`config.mk`:
```
export PLATFORM = sky130hd
export DESIGN_NAME = message_header_parser_unit
export DESIGN_NICKNAME = d
export VERILOG_FILES = /design/src/mhp_pkg.sv /design/src/mhp_in_stage.sv /design/src/mhp_parse_core.sv /design/src/mhp_out_stage.sv /design/src/message_header_parser_unit.sv
export VERILOG_INCLUDE_DIRS = /design/src /design/src/src
export SDC_FILE = /design/constraint.sdc
export NUM_CORES = 1
export LEC_CHECK = 0
export BUFFER_PORTS_ARGS = -buffer_cell sky130_fd_sc_hd__buf_2
export CAP_MARGIN = 20
export CORE_ASPECT_RATIO = 1.75
export CORE_MARGIN = 4
export CORE_UTILIZATION = 51
export DETAILED_ROUTE_END_ITERATION = 8
export GPL_ROUTABILITY_DRIVEN = 0
export PLACE_DENSITY = 0.85
export SLEW_MARGIN = 25
export SYNTH_ARGS = -nofsm -noshare
export SYNTH_HDL_FRONTEND = slang
export SYNTH_SLANG_ARGS = --single-unit
```
`constraint.sdc`:
```
create_clock -name i_clk -period 3.8 [get_ports i_clk]
set_clock_uncertainty 0.05 [all_clocks]
set_input_delay 0.76 -clock i_clk [delete_from_list [all_inputs] [get_ports i_clk]]
set_output_delay 0.76 -clock i_clk [all_outputs]
set_load 0.01 [all_outputs]
```
`src/message_header_parser_unit_defines.svh`:
```
// assertion macros shared by the rtl
`ifndef MESSAGE_HEADER_PARSER_UNIT_DEFINES_SVH
`define MESSAGE_HEADER_PARSER_UNIT_DEFINES_SVH

`ifndef SYNTHESIS
`define MHP_ASSERT(lbl, prop) \
    lbl: assert property (@(posedge i_clk) disable iff (!i_rst_n) prop) \
        else $error("mhp assertion failed");
`define MHP_ASSERT_NEVER(lbl, expr) \
    `MHP_ASSERT(lbl, !(expr))
`else
`define MHP_ASSERT(lbl, prop)
`define MHP_ASSERT_NEVER(lbl, expr)
`endif

`endif

```
`src/mhp_pkg.sv`:
```
package mhp_pkg;

    typedef enum logic [6:0] {
        PH_FLAG  = 7'b0000001,
        PH_ID    = 7'b0000010,
        PH_CODE1 = 7'b0000100,
        PH_CODE2 = 7'b0001000,
        PH_RLEN  = 7'b0010000,
        PH_RCHAR = 7'b0100000,
        PH_BODY  = 7'b1000000
    } t_phase;

    typedef enum logic [2:0] {
        CLS_FLAG       = 3'd0,
        CLS_ID         = 3'd1,
        CLS_ROUTE_CODE = 3'd2,
        CLS_ROUTE_LEN  = 3'd3,
        CLS_ROUTE_CHAR = 3'd4,
        CLS_BODY       = 3'd5
    } t_byte_class;

    localparam logic [2:0] KIND_REQUEST  = 3'd0;
    localparam logic [2:0] KIND_NOTIFY   = 3'd1;
    localparam logic [2:0] KIND_RESPONSE = 3'd2;
    localparam logic [2:0] KIND_PUSH     = 3'd3;

    localparam logic [2:0] ID_GROUP_MAX  = 3'd7;

    localparam logic STATUS_OK        = 1'b0;
    localparam logic STATUS_TRUNCATED = 1'b1;

    typedef struct packed {
        logic       end_of_message;
        logic [7:0] data_byte;
    } t_in_item;

    // first field in the highest bits
    typedef struct packed {
        logic        parse_status;
        logic        id_complete;
        logic [31:0] message_id;
        logic        gzip_flag;
        logic        route_compressed;
        logic [2:0]  message_kind;
        logic [7:0]  byte_value;
        t_byte_class byte_class;
    } t_result;

    localparam int RESULT_W   = $bits(t_result);
    localparam int M_TDATA_W  = ((RESULT_W + 7) / 8) * 8;

endpackage

```
`src/mhp_in_stage.sv`:
```
module mhp_in_stage import mhp_pkg::*; (
    input  logic     i_clk,
    input  logic     i_rst_n,
    input  logic     i_valid,
    input  t_in_item i_item,
    input  logic     i_pop,
    output logic     o_ready,
    output logic     o_valid,
    output t_in_item o_item
);

    logic     r_valid;
    logic     n_valid;
    t_in_item r_item;

    assign o_ready = !r_valid || i_pop;
    assign n_valid = (o_ready) ? i_valid : r_valid;

    always_ff @(posedge i_clk) begin
        if (!i_rst_n) begin
            r_valid <= 1'b0;
        end else begin
            r_valid <= n_valid;
        end
    end

    always_ff @(posedge i_clk) begin
        if (o_ready && i_valid) begin
            r_item <= i_item;
        end
    end

    assign o_valid = r_valid;
    assign o_item  = r_item;

endmodule

```
`src/mhp_parse_core.sv`:
```
module mhp_parse_core import mhp_pkg::*; (
    input  logic     i_clk,
    input  logic     i_rst_n,
    input  logic     i_advance,
    input  t_in_item i_item,
    output t_result  o_result
);

    t_phase      r_phase;
    logic [2:0]  r_kind;
    logic        r_route_comp;
    logic        r_gzip;
    logic [31:0] r_id_accum;
    logic [2:0]  r_id_group;
    logic [7:0]  r_route_rem;

    t_phase      n_phase;
    logic [2:0]  n_kind;
    logic        n_route_comp;
    logic        n_gzip;
    logic [31:0] n_id_accum;
    logic [2:0]  n_id_group;
    logic [7:0]  n_route_rem;

    t_phase      w_next;
    t_byte_class w_cls;
    logic        w_done_id;
    logic [31:0] w_digit_shifted;
    logic [7:0]  w_byte;

    assign w_byte = i_item.data_byte;

    // id digit placed at 7 * group, dropped above bit 31
    always_comb begin
        case (r_id_group)
            3'd0:    w_digit_shifted = {25'b0, w_byte[6:0]};
            3'd1:    w_digit_shifted = {18'b0, w_byte[6:0], 7'b0};
            3'd2:    w_digit_shifted = {11'b0, w_byte[6:0], 14'b0};
            3'd3:    w_digit_shifted = {4'b0, w_byte[6:0], 21'b0};
            3'd4:    w_digit_shifted = {w_byte[3:0], 28'b0};
            default: w_digit_shifted = 32'b0;
        endcase
    end

    always_comb begin
        n_kind       = r_kind;
        n_route_comp = r_route_comp;
        n_gzip       = r_gzip;
        n_id_accum   = r_id_accum;
        n_id_group   = r_id_group;
        n_route_rem  = r_route_rem;
        w_cls        = CLS_BODY;
        w_done_id    = 1'b0;
        w_next       = PH_BODY;
        case (r_phase)
            PH_ID: begin
                w_cls      = CLS_ID;
                n_id_accum = r_id_accum | w_digit_shifted;
                if (r_id_group < ID_GROUP_MAX) begin
                    n_id_group = r_id_group + 3'd1;
                end
                if (!w_byte[7]) begin
                    w_done_id = 1'b1;
                    if (r_kind == KIND_REQUEST) begin
                        w_next = r_route_comp ? PH_CODE1 : PH_RLEN;
                    end else begin
                        w_next = PH_BODY;
                    end
                end else begin
                    w_next = PH_ID;
                end
            end
            PH_CODE1: begin
                w_cls  = CLS_ROUTE_CODE;
                w_next = PH_CODE2;
            end
            PH_CODE2: begin
                w_cls  = CLS_ROUTE_CODE;
                w_next = PH_BODY;
            end
            PH_RLEN: begin
                w_cls       = CLS_ROUTE_LEN;
                n_route_rem = w_byte;
                w_next      = (w_byte == 8'd0) ? PH_BODY : PH_RCHAR;
            end
            PH_RCHAR: begin
                w_cls       = CLS_ROUTE_CHAR;
                n_route_rem = r_route_rem - 8'd1;
                w_next      = (n_route_rem == 8'd0) ? PH_BODY : PH_RCHAR;
            end
            PH_BODY: begin
                w_cls  = CLS_BODY;
                w_next = PH_BODY;
            end
            default: begin
                w_cls        = CLS_FLAG;
                n_route_comp = w_byte[0];
                n_kind       = w_byte[3:1];
                n_gzip       = w_byte[4];
                n_id_accum   = 32'b0;
                n_id_group   = 3'd0;
                n_route_rem  = 8'd0;
                if (n_kind == KIND_REQUEST || n_kind == KIND_RESPONSE) begin
                    w_next = PH_ID;
                end else if (n_kind == KIND_NOTIFY || n_kind == KIND_PUSH) begin
                    w_next = w_byte[0] ? PH_CODE1 : PH_RLEN;
                end else begin
                    w_next = PH_BODY;
                end
            end
        endcase
        n_phase = i_item.end_of_message ? PH_FLAG : w_next;
    end

    always_ff @(posedge i_clk) begin
        if (!i_rst_n) begin
            r_phase      <= PH_FLAG;
            r_kind       <= 3'd0;
            r_route_comp <= 1'b0;
            r_gzip       <= 1'b0;
            r_id_accum   <= 32'b0;
            r_id_group   <= 3'd0;
            r_route_rem  <= 8'd0;
        end else if (i_advance) begin
            r_phase      <= n_phase;
            r_kind       <= n_kind;
            r_route_comp <= n_route_comp;
            r_gzip       <= n_gzip;
            r_id_accum   <= n_id_accum;
            r_id_group   <= n_id_group;
            r_route_rem  <= n_route_rem;
        end
    end

    always_comb begin
        o_result.byte_class       = w_cls;
        o_result.byte_value       = w_byte;
        o_result.message_kind     = n_kind;
        o_result.route_compressed = n_route_comp;
        o_result.gzip_flag        = n_gzip;
        o_result.message_id       = n_id_accum;
        o_result.id_complete      = w_done_id;
        o_result.parse_status     = (i_item.end_of_message && w_next != PH_BODY)
                                    ? STATUS_TRUNCATED : STATUS_OK;
    end

endmodule

```
`src/mhp_out_stage.sv`:
```
module mhp_out_stage import mhp_pkg::*; (
    input  logic    i_clk,
    input  logic    i_rst_n,
    input  logic    i_valid,
    input  t_result i_result,
    input  logic    i_last,
    input  logic    i_ready,
    output logic    o_load_ok,
    output logic    o_valid,
    output t_result o_result,
    output logic    o_last
);

    logic    r_valid;
    logic    n_valid;
    t_result r_result;
    logic    r_last;

    assign o_load_ok = !r_valid || i_ready;
    assign n_valid   = o_load_ok ? i_valid : r_valid;

    always_ff @(posedge i_clk) begin
        if (!i_rst_n) begin
            r_valid <= 1'b0;
        end else begin
            r_valid <= n_valid;
        end
    end

    always_ff @(posedge i_clk) begin
        if (o_load_ok && i_valid) begin
            r_result <= i_result;
            r_last   <= i_last;
        end
    end

    assign o_valid  = r_valid;
    assign o_result = r_result;
    assign o_last   = r_last;

endmodule

```
`src/message_header_parser_unit.sv`:
```
// message header parser, one message byte per transaction, one result per byte
// an input byte is registered in the input stage, its result in the output stage
// throughput: 1 byte per cycle unless the output stalls, set by the phase update
// reset: synchronous active-low i_rst_n clears the pipeline and returns to flag byte
// a result waiting on the output does not block the input register from filling
`include "message_header_parser_unit_defines.svh"

module message_header_parser_unit import mhp_pkg::*; (
    input  logic                 i_clk,
    input  logic                 i_rst_n,
    input  logic                 i_s_axis_tvalid,
    output logic                 o_s_axis_tready,
    input  logic [7:0]           i_s_axis_tdata,  // data_byte
    input  logic                 i_s_axis_tlast,  // end_of_message
    output logic                 o_m_axis_tvalid,
    input  logic                 i_m_axis_tready,
    // byte_class, byte_value, message_kind, route_compressed, gzip_flag,
    // message_id, id_complete, parse_status, zero pad
    output logic [M_TDATA_W-1:0] o_m_axis_tdata,
    output logic                 o_m_axis_tlast   // last_out
);

    t_in_item w_s_item;
    t_in_item w_in_item;
    logic     w_in_valid;
    logic     w_load_ok;
    logic     w_pop;
    t_result  w_core_result;
    t_result  w_out_result;

    assign w_s_item.data_byte      = i_s_axis_tdata;
    assign w_s_item.end_of_message = i_s_axis_tlast;
    assign w_pop                   = w_in_valid && w_load_ok;

    mhp_in_stage u_in_stage (
        .i_clk   (i_clk),
        .i_rst_n (i_rst_n),
        .i_valid (i_s_axis_tvalid),
        .i_item  (w_s_item),
        .i_pop   (w_pop),
        .o_ready (o_s_axis_tready),
        .o_valid (w_in_valid),
        .o_item  (w_in_item)
    );

    mhp_parse_core u_parse_core (
        .i_clk     (i_clk),
        .i_rst_n   (i_rst_n),
        .i_advance (w_pop),
        .i_item    (w_in_item),
        .o_result  (w_core_result)
    );

    mhp_out_stage u_out_stage (
        .i_clk     (i_clk),
        .i_rst_n   (i_rst_n),
        .i_valid   (w_in_valid),
        .i_result  (w_core_result),
        .i_last    (w_in_item.end_of_message),
        .i_ready   (i_m_axis_tready),
        .o_load_ok (w_load_ok),
        .o_valid   (o_m_axis_tvalid),
        .o_result  (w_out_result),
        .o_last    (o_m_axis_tlast)
    );

    assign o_m_axis_tdata = {{(M_TDATA_W - RESULT_W){1'b0}}, w_out_result};

    `MHP_ASSERT(a_pop_fills_out, w_pop |=> o_m_axis_tvalid)
    `MHP_ASSERT(a_in_held_until_pop, (w_in_valid && !w_pop) |=> w_in_valid)
    `MHP_ASSERT_NEVER(a_status_needs_last,
        o_m_axis_tvalid && w_out_result.parse_status && !o_m_axis_tlast)
    `MHP_ASSERT_NEVER(a_id_done_on_id_byte,
        o_m_axis_tvalid && w_out_result.id_complete && w_out_result.byte_class != CLS_ID)

endmodule
```
[Word level (Yosys, flattened, before mapping)]
Cells that the tools add are included.
Operators by class
  shift-type cells: 0
  bitwise gates (word level): 3
  muxes and demuxes: 21
  $mul: 0
  magnitude comparators: 1
  add/sub/neg operators: 2
  div/mod/pow operators: 0
  reductions and logical operators: 21
  eq/ne operators: 15
Operator list (number)
  32-bit case mux with 5 select lines: 1
  32-bit case mux with 2 select lines: 1
  7-bit two-way mux: 7
  7-bit case mux with 5 select lines: 1
  32-bit OR: 1
  8-bit case mux with 3 select lines: 1
  8-bit logical NOT: 2
  3-bit case mux with 5 select lines: 1
  3-bit by 2-bit == test with 1-bit output (second input constant): 4
  5-bit two-way mux: 2
  3-bit logical NOT: 3
  8-bit by 1-bit subtractor with 8-bit output (second input constant): 1
  7-bit by 2-bit == test with 1-bit output (second input constant): 1
  7-bit by 3-bit == test with 1-bit output (second input constant): 1
  7-bit by 4-bit == test with 1-bit output (second input constant): 1
  7-bit by 5-bit == test with 1-bit output (second input constant): 1
  7-bit by 6-bit == test with 1-bit output (second input constant): 1
  7-bit == test (second input constant): 1
  7-bit inequality test (second input constant): 1
  3-bit by 1-bit == test with 1-bit output (second input constant): 2
  3-bit two-way mux: 2
  3-bit case mux with 2 select lines: 1
  6-bit OR reduction: 1
  5-bit OR reduction: 1
  13 further kinds: 24
Storage, ports and cells
  output and inout port bits: 59
  word-level logic and storage cells: 83
  memories: 0
  input port bits: 13
  bits in latches: 0
  memory bits (writable): 0
  memory bits (read-only): 0
  flip-flop bits (word level): 117

[Longest topological paths before layout]
  depth after elaboration: 8
  mapped depth: 8
  gate-level depth less buffers: 7

[Modules after synthesis]
From an unflattened synthesis, not the netlist that was laid out.
Unflattened totals
  cell total of the unflattened synthesis: 481
  area total of the unflattened synthesis: 5410.2 um^2
Modules (own cells, without submodules)
  mhp_parse_core: area an instance 3438.3 um^2, times used 1, cells each 403, sequential area each 1101.1 um^2
  mhp_out_stage: area an instance 1589.0 um^2, times used 1, cells each 56, sequential area each 1551.5 um^2
  mhp_in_stage: area an instance 327.8 um^2, times used 1, cells each 14, sequential area each 290.3 um^2
  message_header_parser_unit: area an instance 55.1 um^2, times used 1, cells each 8, sequential area each 0.0 um^2

[Worst setup path after synthesis]
No wires, ideal clock.
  path type: input-to-reg
  from: input i_m_axis_tready
  to: register u_parse_core.r_id_accum[0]
  arrival: 3.495 ns
  path buffers: 2
  setup time: 0.083 ns
  stages: 7
  slack: 0.171 ns
  required time: 3.667 ns
  cells stage by stage: nor2b_1 -> nand2b_1 -> clkbuf_1 -> inv_1 -> clkbuf_1 -> nand2_1 -> o2bb2ai_1
Between the ends
  longest elaborated chain between the ends: 2
Ends and longest elaborated chain
  from (decl): line message_header_parser_unit.sv:16  | input logic i_m_axis_tready,
  1-bit logical OR: line mhp_out_stage.sv:19  | assign o_load_ok = !r_valid || i_ready;
  1-bit logical AND: line message_header_parser_unit.sv:33  | assign w_pop = w_in_valid && w_load_ok;
  named net u_in_stage.i_pop: line mhp_in_stage.sv:6  | input logic i_pop,
  to (signal assigned): line mhp_parse_core.sv:129  | r_id_accum <= n_id_accum;
  to (decl): line mhp_parse_core.sv:13  | logic [31:0] r_id_accum;
The timed path passes the listed nets, and every way through them passes these cells.
A chain may end at the register's enable or synchronous reset.

[Worst setup path in the final report]
  from: register u_parse_core.r_phase[6]
  to: register u_parse_core.r_id_accum[10]
Between the ends
  longest elaborated chain between the ends: 3
  elaborated cells on any way between the ends: 8
  classes of those cells: eq/ne (6); mux (1); reduce/logical (1)
Ends and longest elaborated chain
  from (decl): line mhp_parse_core.sv:9  | t_phase r_phase;
  from (signal assigned): line mhp_parse_core.sv:125  | r_phase <= n_phase;
  7-bit by 3-bit == test with 1-bit output, or another cell as far along: line mhp_parse_core.sv:55  | case (r_phase)
  5-bit OR reduction (no line)
  32-bit case mux with 2 select lines *: line mhp_parse_core.sv:55
Every way passes the cells marked *; elsewhere a longest branch is shown, timed or not.

==> impl_metrics.toml <==
[global_route]
grt_max_degree = 41
use_met3 = 0.0541
busiest_layer = "met2"
antenna_found_initial = 0
grtUsageMet1 = 0.202
grt_pass1_wl_um = 18400
grt_use_met2 = 0.357
grt_pass1_vias = 3784
grtUsageTotal = 0.201
overflow = 0

[clock_network]
cts_tree = "yes"
cts_buffer_depth = 2
cts.htree.levels = 4
postCtsSetupBuffers = 0
cts_buffers = 17
cts_resized = 0
cts_root_buffer = "clkbuf_16"
clk_pin_slew_ns = 0.05
clock_sinks = 117
cts_hold_buf = 0
clock_latency_ns = 0.41

[routing]
drc = 0
via_per_inst = 5.93
postRouteAntennaNets = 0
wl_per_cell_um = 18.1
routed_wl_um = 11300
firstDrtPassIters = 4
drt_iter0_drc = 313
num_vias = 3700

[die]
die_w_um = 83.4
rows = 47
die_y_um = 140
io_pins = 72
core_um2 = 9590
start_util = 0.529
fp.dieArea_um2 = 11700

[setup_path]
worstSetupPathType = "flop to flop"
cp_slowest_stage_delay_ns = 0.70
reg2reg_setup_slack_ns = 1.42
worstPathRequired_ns = 4.03
cp_max_fo = 28
slowest_stage = "dfxtp_1"
start_kind = "flop"
arrival_ns = 2.61
path_cells = "xnor2_1, o22ai_1, a221o_1, and2_1, buf_4, o2bb2ai_1"
cp-end-kind = "flop"

[sta]
setup_viol_count_final = 0
max-slew-margin-rel = 0.554
fin_crit_sh = 0.626
tns_ns = 0
hold_violations = 0
fmax_mhz = 420
rsz0062_at_grt = "no"
tightestPinTransition_ns = 0.669
min_period_ns = 2.38
slew_viol_final = 0

[synthesis]
syn-cell-area_um2 = 5070
seq_area_frac_synth = 0.580
synth_cell_types = 61
synthArstFlopShare = 0
ys_warn_count = 0
ys_ff_latch = 117
avgSynthCellArea_um2 = 11.6
synth_flop_cell = "edfxtp_1"
synth_edf_count = 60
synth_cells = 436

[finish]
syn_to_final_growth_pct = 16.6
mostFrequentLayoutCell = "buf_2"
layoutNonFillerInstCount = 624
fin_util = 0.617
diodes = 0
nNetsFinal = 509
layout_common_cells = "65 x buf_2, 60 x edfxtp_1, 57 x dfxtp_1, 42 x nand2_1, 31 x a22o_1"
drive_above_1_share = 0.223

[flow_run]
cap_violations = 0

[hold_path]
hp-class = "flop to flop"

[run_status]
outcome = "complete, no violations"

[place]
dp_cells = 592
dp_hpwl_um = 7740
portBuffers = 65

[power_and_ir_drop]
p_leak_nw = 2.31
power_mw = 3.09
peakVddDrop_uv = 328
p_per_area_nw_per_um2 = 522
## metrics by stage
| stage | cell area, um2 | hold WS, ns | setup WS (ns) |
|---|---|---|---|
| final | 5910 | 0.413 | 1.42 |
| after global routing | 5910 | 0.426 | 1.19 |
| after CTS | 5910 | 0.413 | 1.46 |
| after detailed placement | 5330 | 0.397 | 1.10 |
| after global placement | 5330 | 0.394 | 1.22 |
| after floorplan | 5090 | 0.374 | 0.171 |
## layer usage
layer  part of all wire  vias to the layer above
li1                   -                     1735
met2               0.54                      152
met4              0.042                        0
met3              0.063                       48
met1               0.35                     1765
met5                  0                        -
## where the power goes
part / switching, mW / internal, mW
clock network: 0.530 / 1.00
registers: 0.0386 / 1.37
logic: 0.0998 / 0.0534
total: 0.668 / 2.42
## synth_stat cells, types with 3 or more instances
cell	count	share of area
edfxtp_1	60	0.36
dfxtp_1	57	0.22
nand2_1	42	0.031
a22o_1	31	0.054
o2bb2ai_1	28	0.048
nor2_1	22	0.016
a21oi_1	16	0.016
clkbuf_1	16	0.012
o21ai_0	15	0.015
nand3_1	13	0.013
inv_1	9	0.0067
nor3_1	8	0.0079
ha_1	7	0.017
a22oi_1	6	0.0089
buf_2	6	0.0059
buf_4	6	0.0089
o211a_1	6	0.012
buf_6	5	0.011
clkbuf_8	5	0.014
nand2b_1	5	0.0062
nor2b_1	5	0.0062
xor2_1	5	0.0086
and2_1	4	0.0049
and3_1	4	0.0049
xnor2_1	4	0.0069
nor3b_1	3	0.0044
nor4_1	3	0.0037
o21a_1	3	0.0044
o22ai_1	3	0.0037
## state kept, by name, indices dropped and copies added (netlist names)
register and flops:
u_parse_core.r_kind 3, u_parse_core.r_route_rem 8, u_out_stage.o_result 50, u_parse_core.r_phase 7
u_out_stage.o_last 1, u_out_stage.o_valid 1, u_in_stage.o_item 9, u_parse_core.r_route_comp 1
u_parse_core.r_gzip 1, u_in_stage.o_valid 1, u_parse_core.r_id_group 3, u_parse_core.r_id_accum 32
## kinds of logic after synthesis
family	share of synthesized area
other	0.000739
AO/OA/AOI/OAI	0.199
adder cells (fa/ha/maj)	0.0173
XOR/XNOR	0.0155
multiplexers	0.00197
flip-flops	0.580
AND/OR/NAND/NOR	0.126
buffers and inverters	0.0594
## worst paths after layout
check	start	to	cells past startpoint
worst min-delay path	u_parse_core.r_id_accum[13]	u_parse_core.r_id_accum[13]	1
worst min register to register	u_parse_core.r_id_accum[13]	u_parse_core.r_id_accum[13]	1
worst max-delay path	u_parse_core.r_phase[6]	u_parse_core.r_id_accum[10]	6
worst max register to register	u_parse_core.r_phase[6]	u_parse_core.r_id_accum[10]	6
## layout make-up
cell class | count | area (um2)
multi-input combinational | 275 | 1850
timing repair buffer | 69 | 355
inverter | 9 | 33.8
clock inverter | 9 | 71.3
clock buffer | 23 | 510
tap | 122 | 153
sequential | 117 | 2940
fill | 747 | 3670
## critical path, delay by kind of cell, from the launching register on
family	cells	cell delay, ns
buffers and inverters	1	0.22
DFF	1	0.70
xor gates and xnor gates	1	0.21
and+or+nand+nor	1	0.21
AOI/OAI and AO/OA	3	0.84
(Power assumes the default switching activity.)
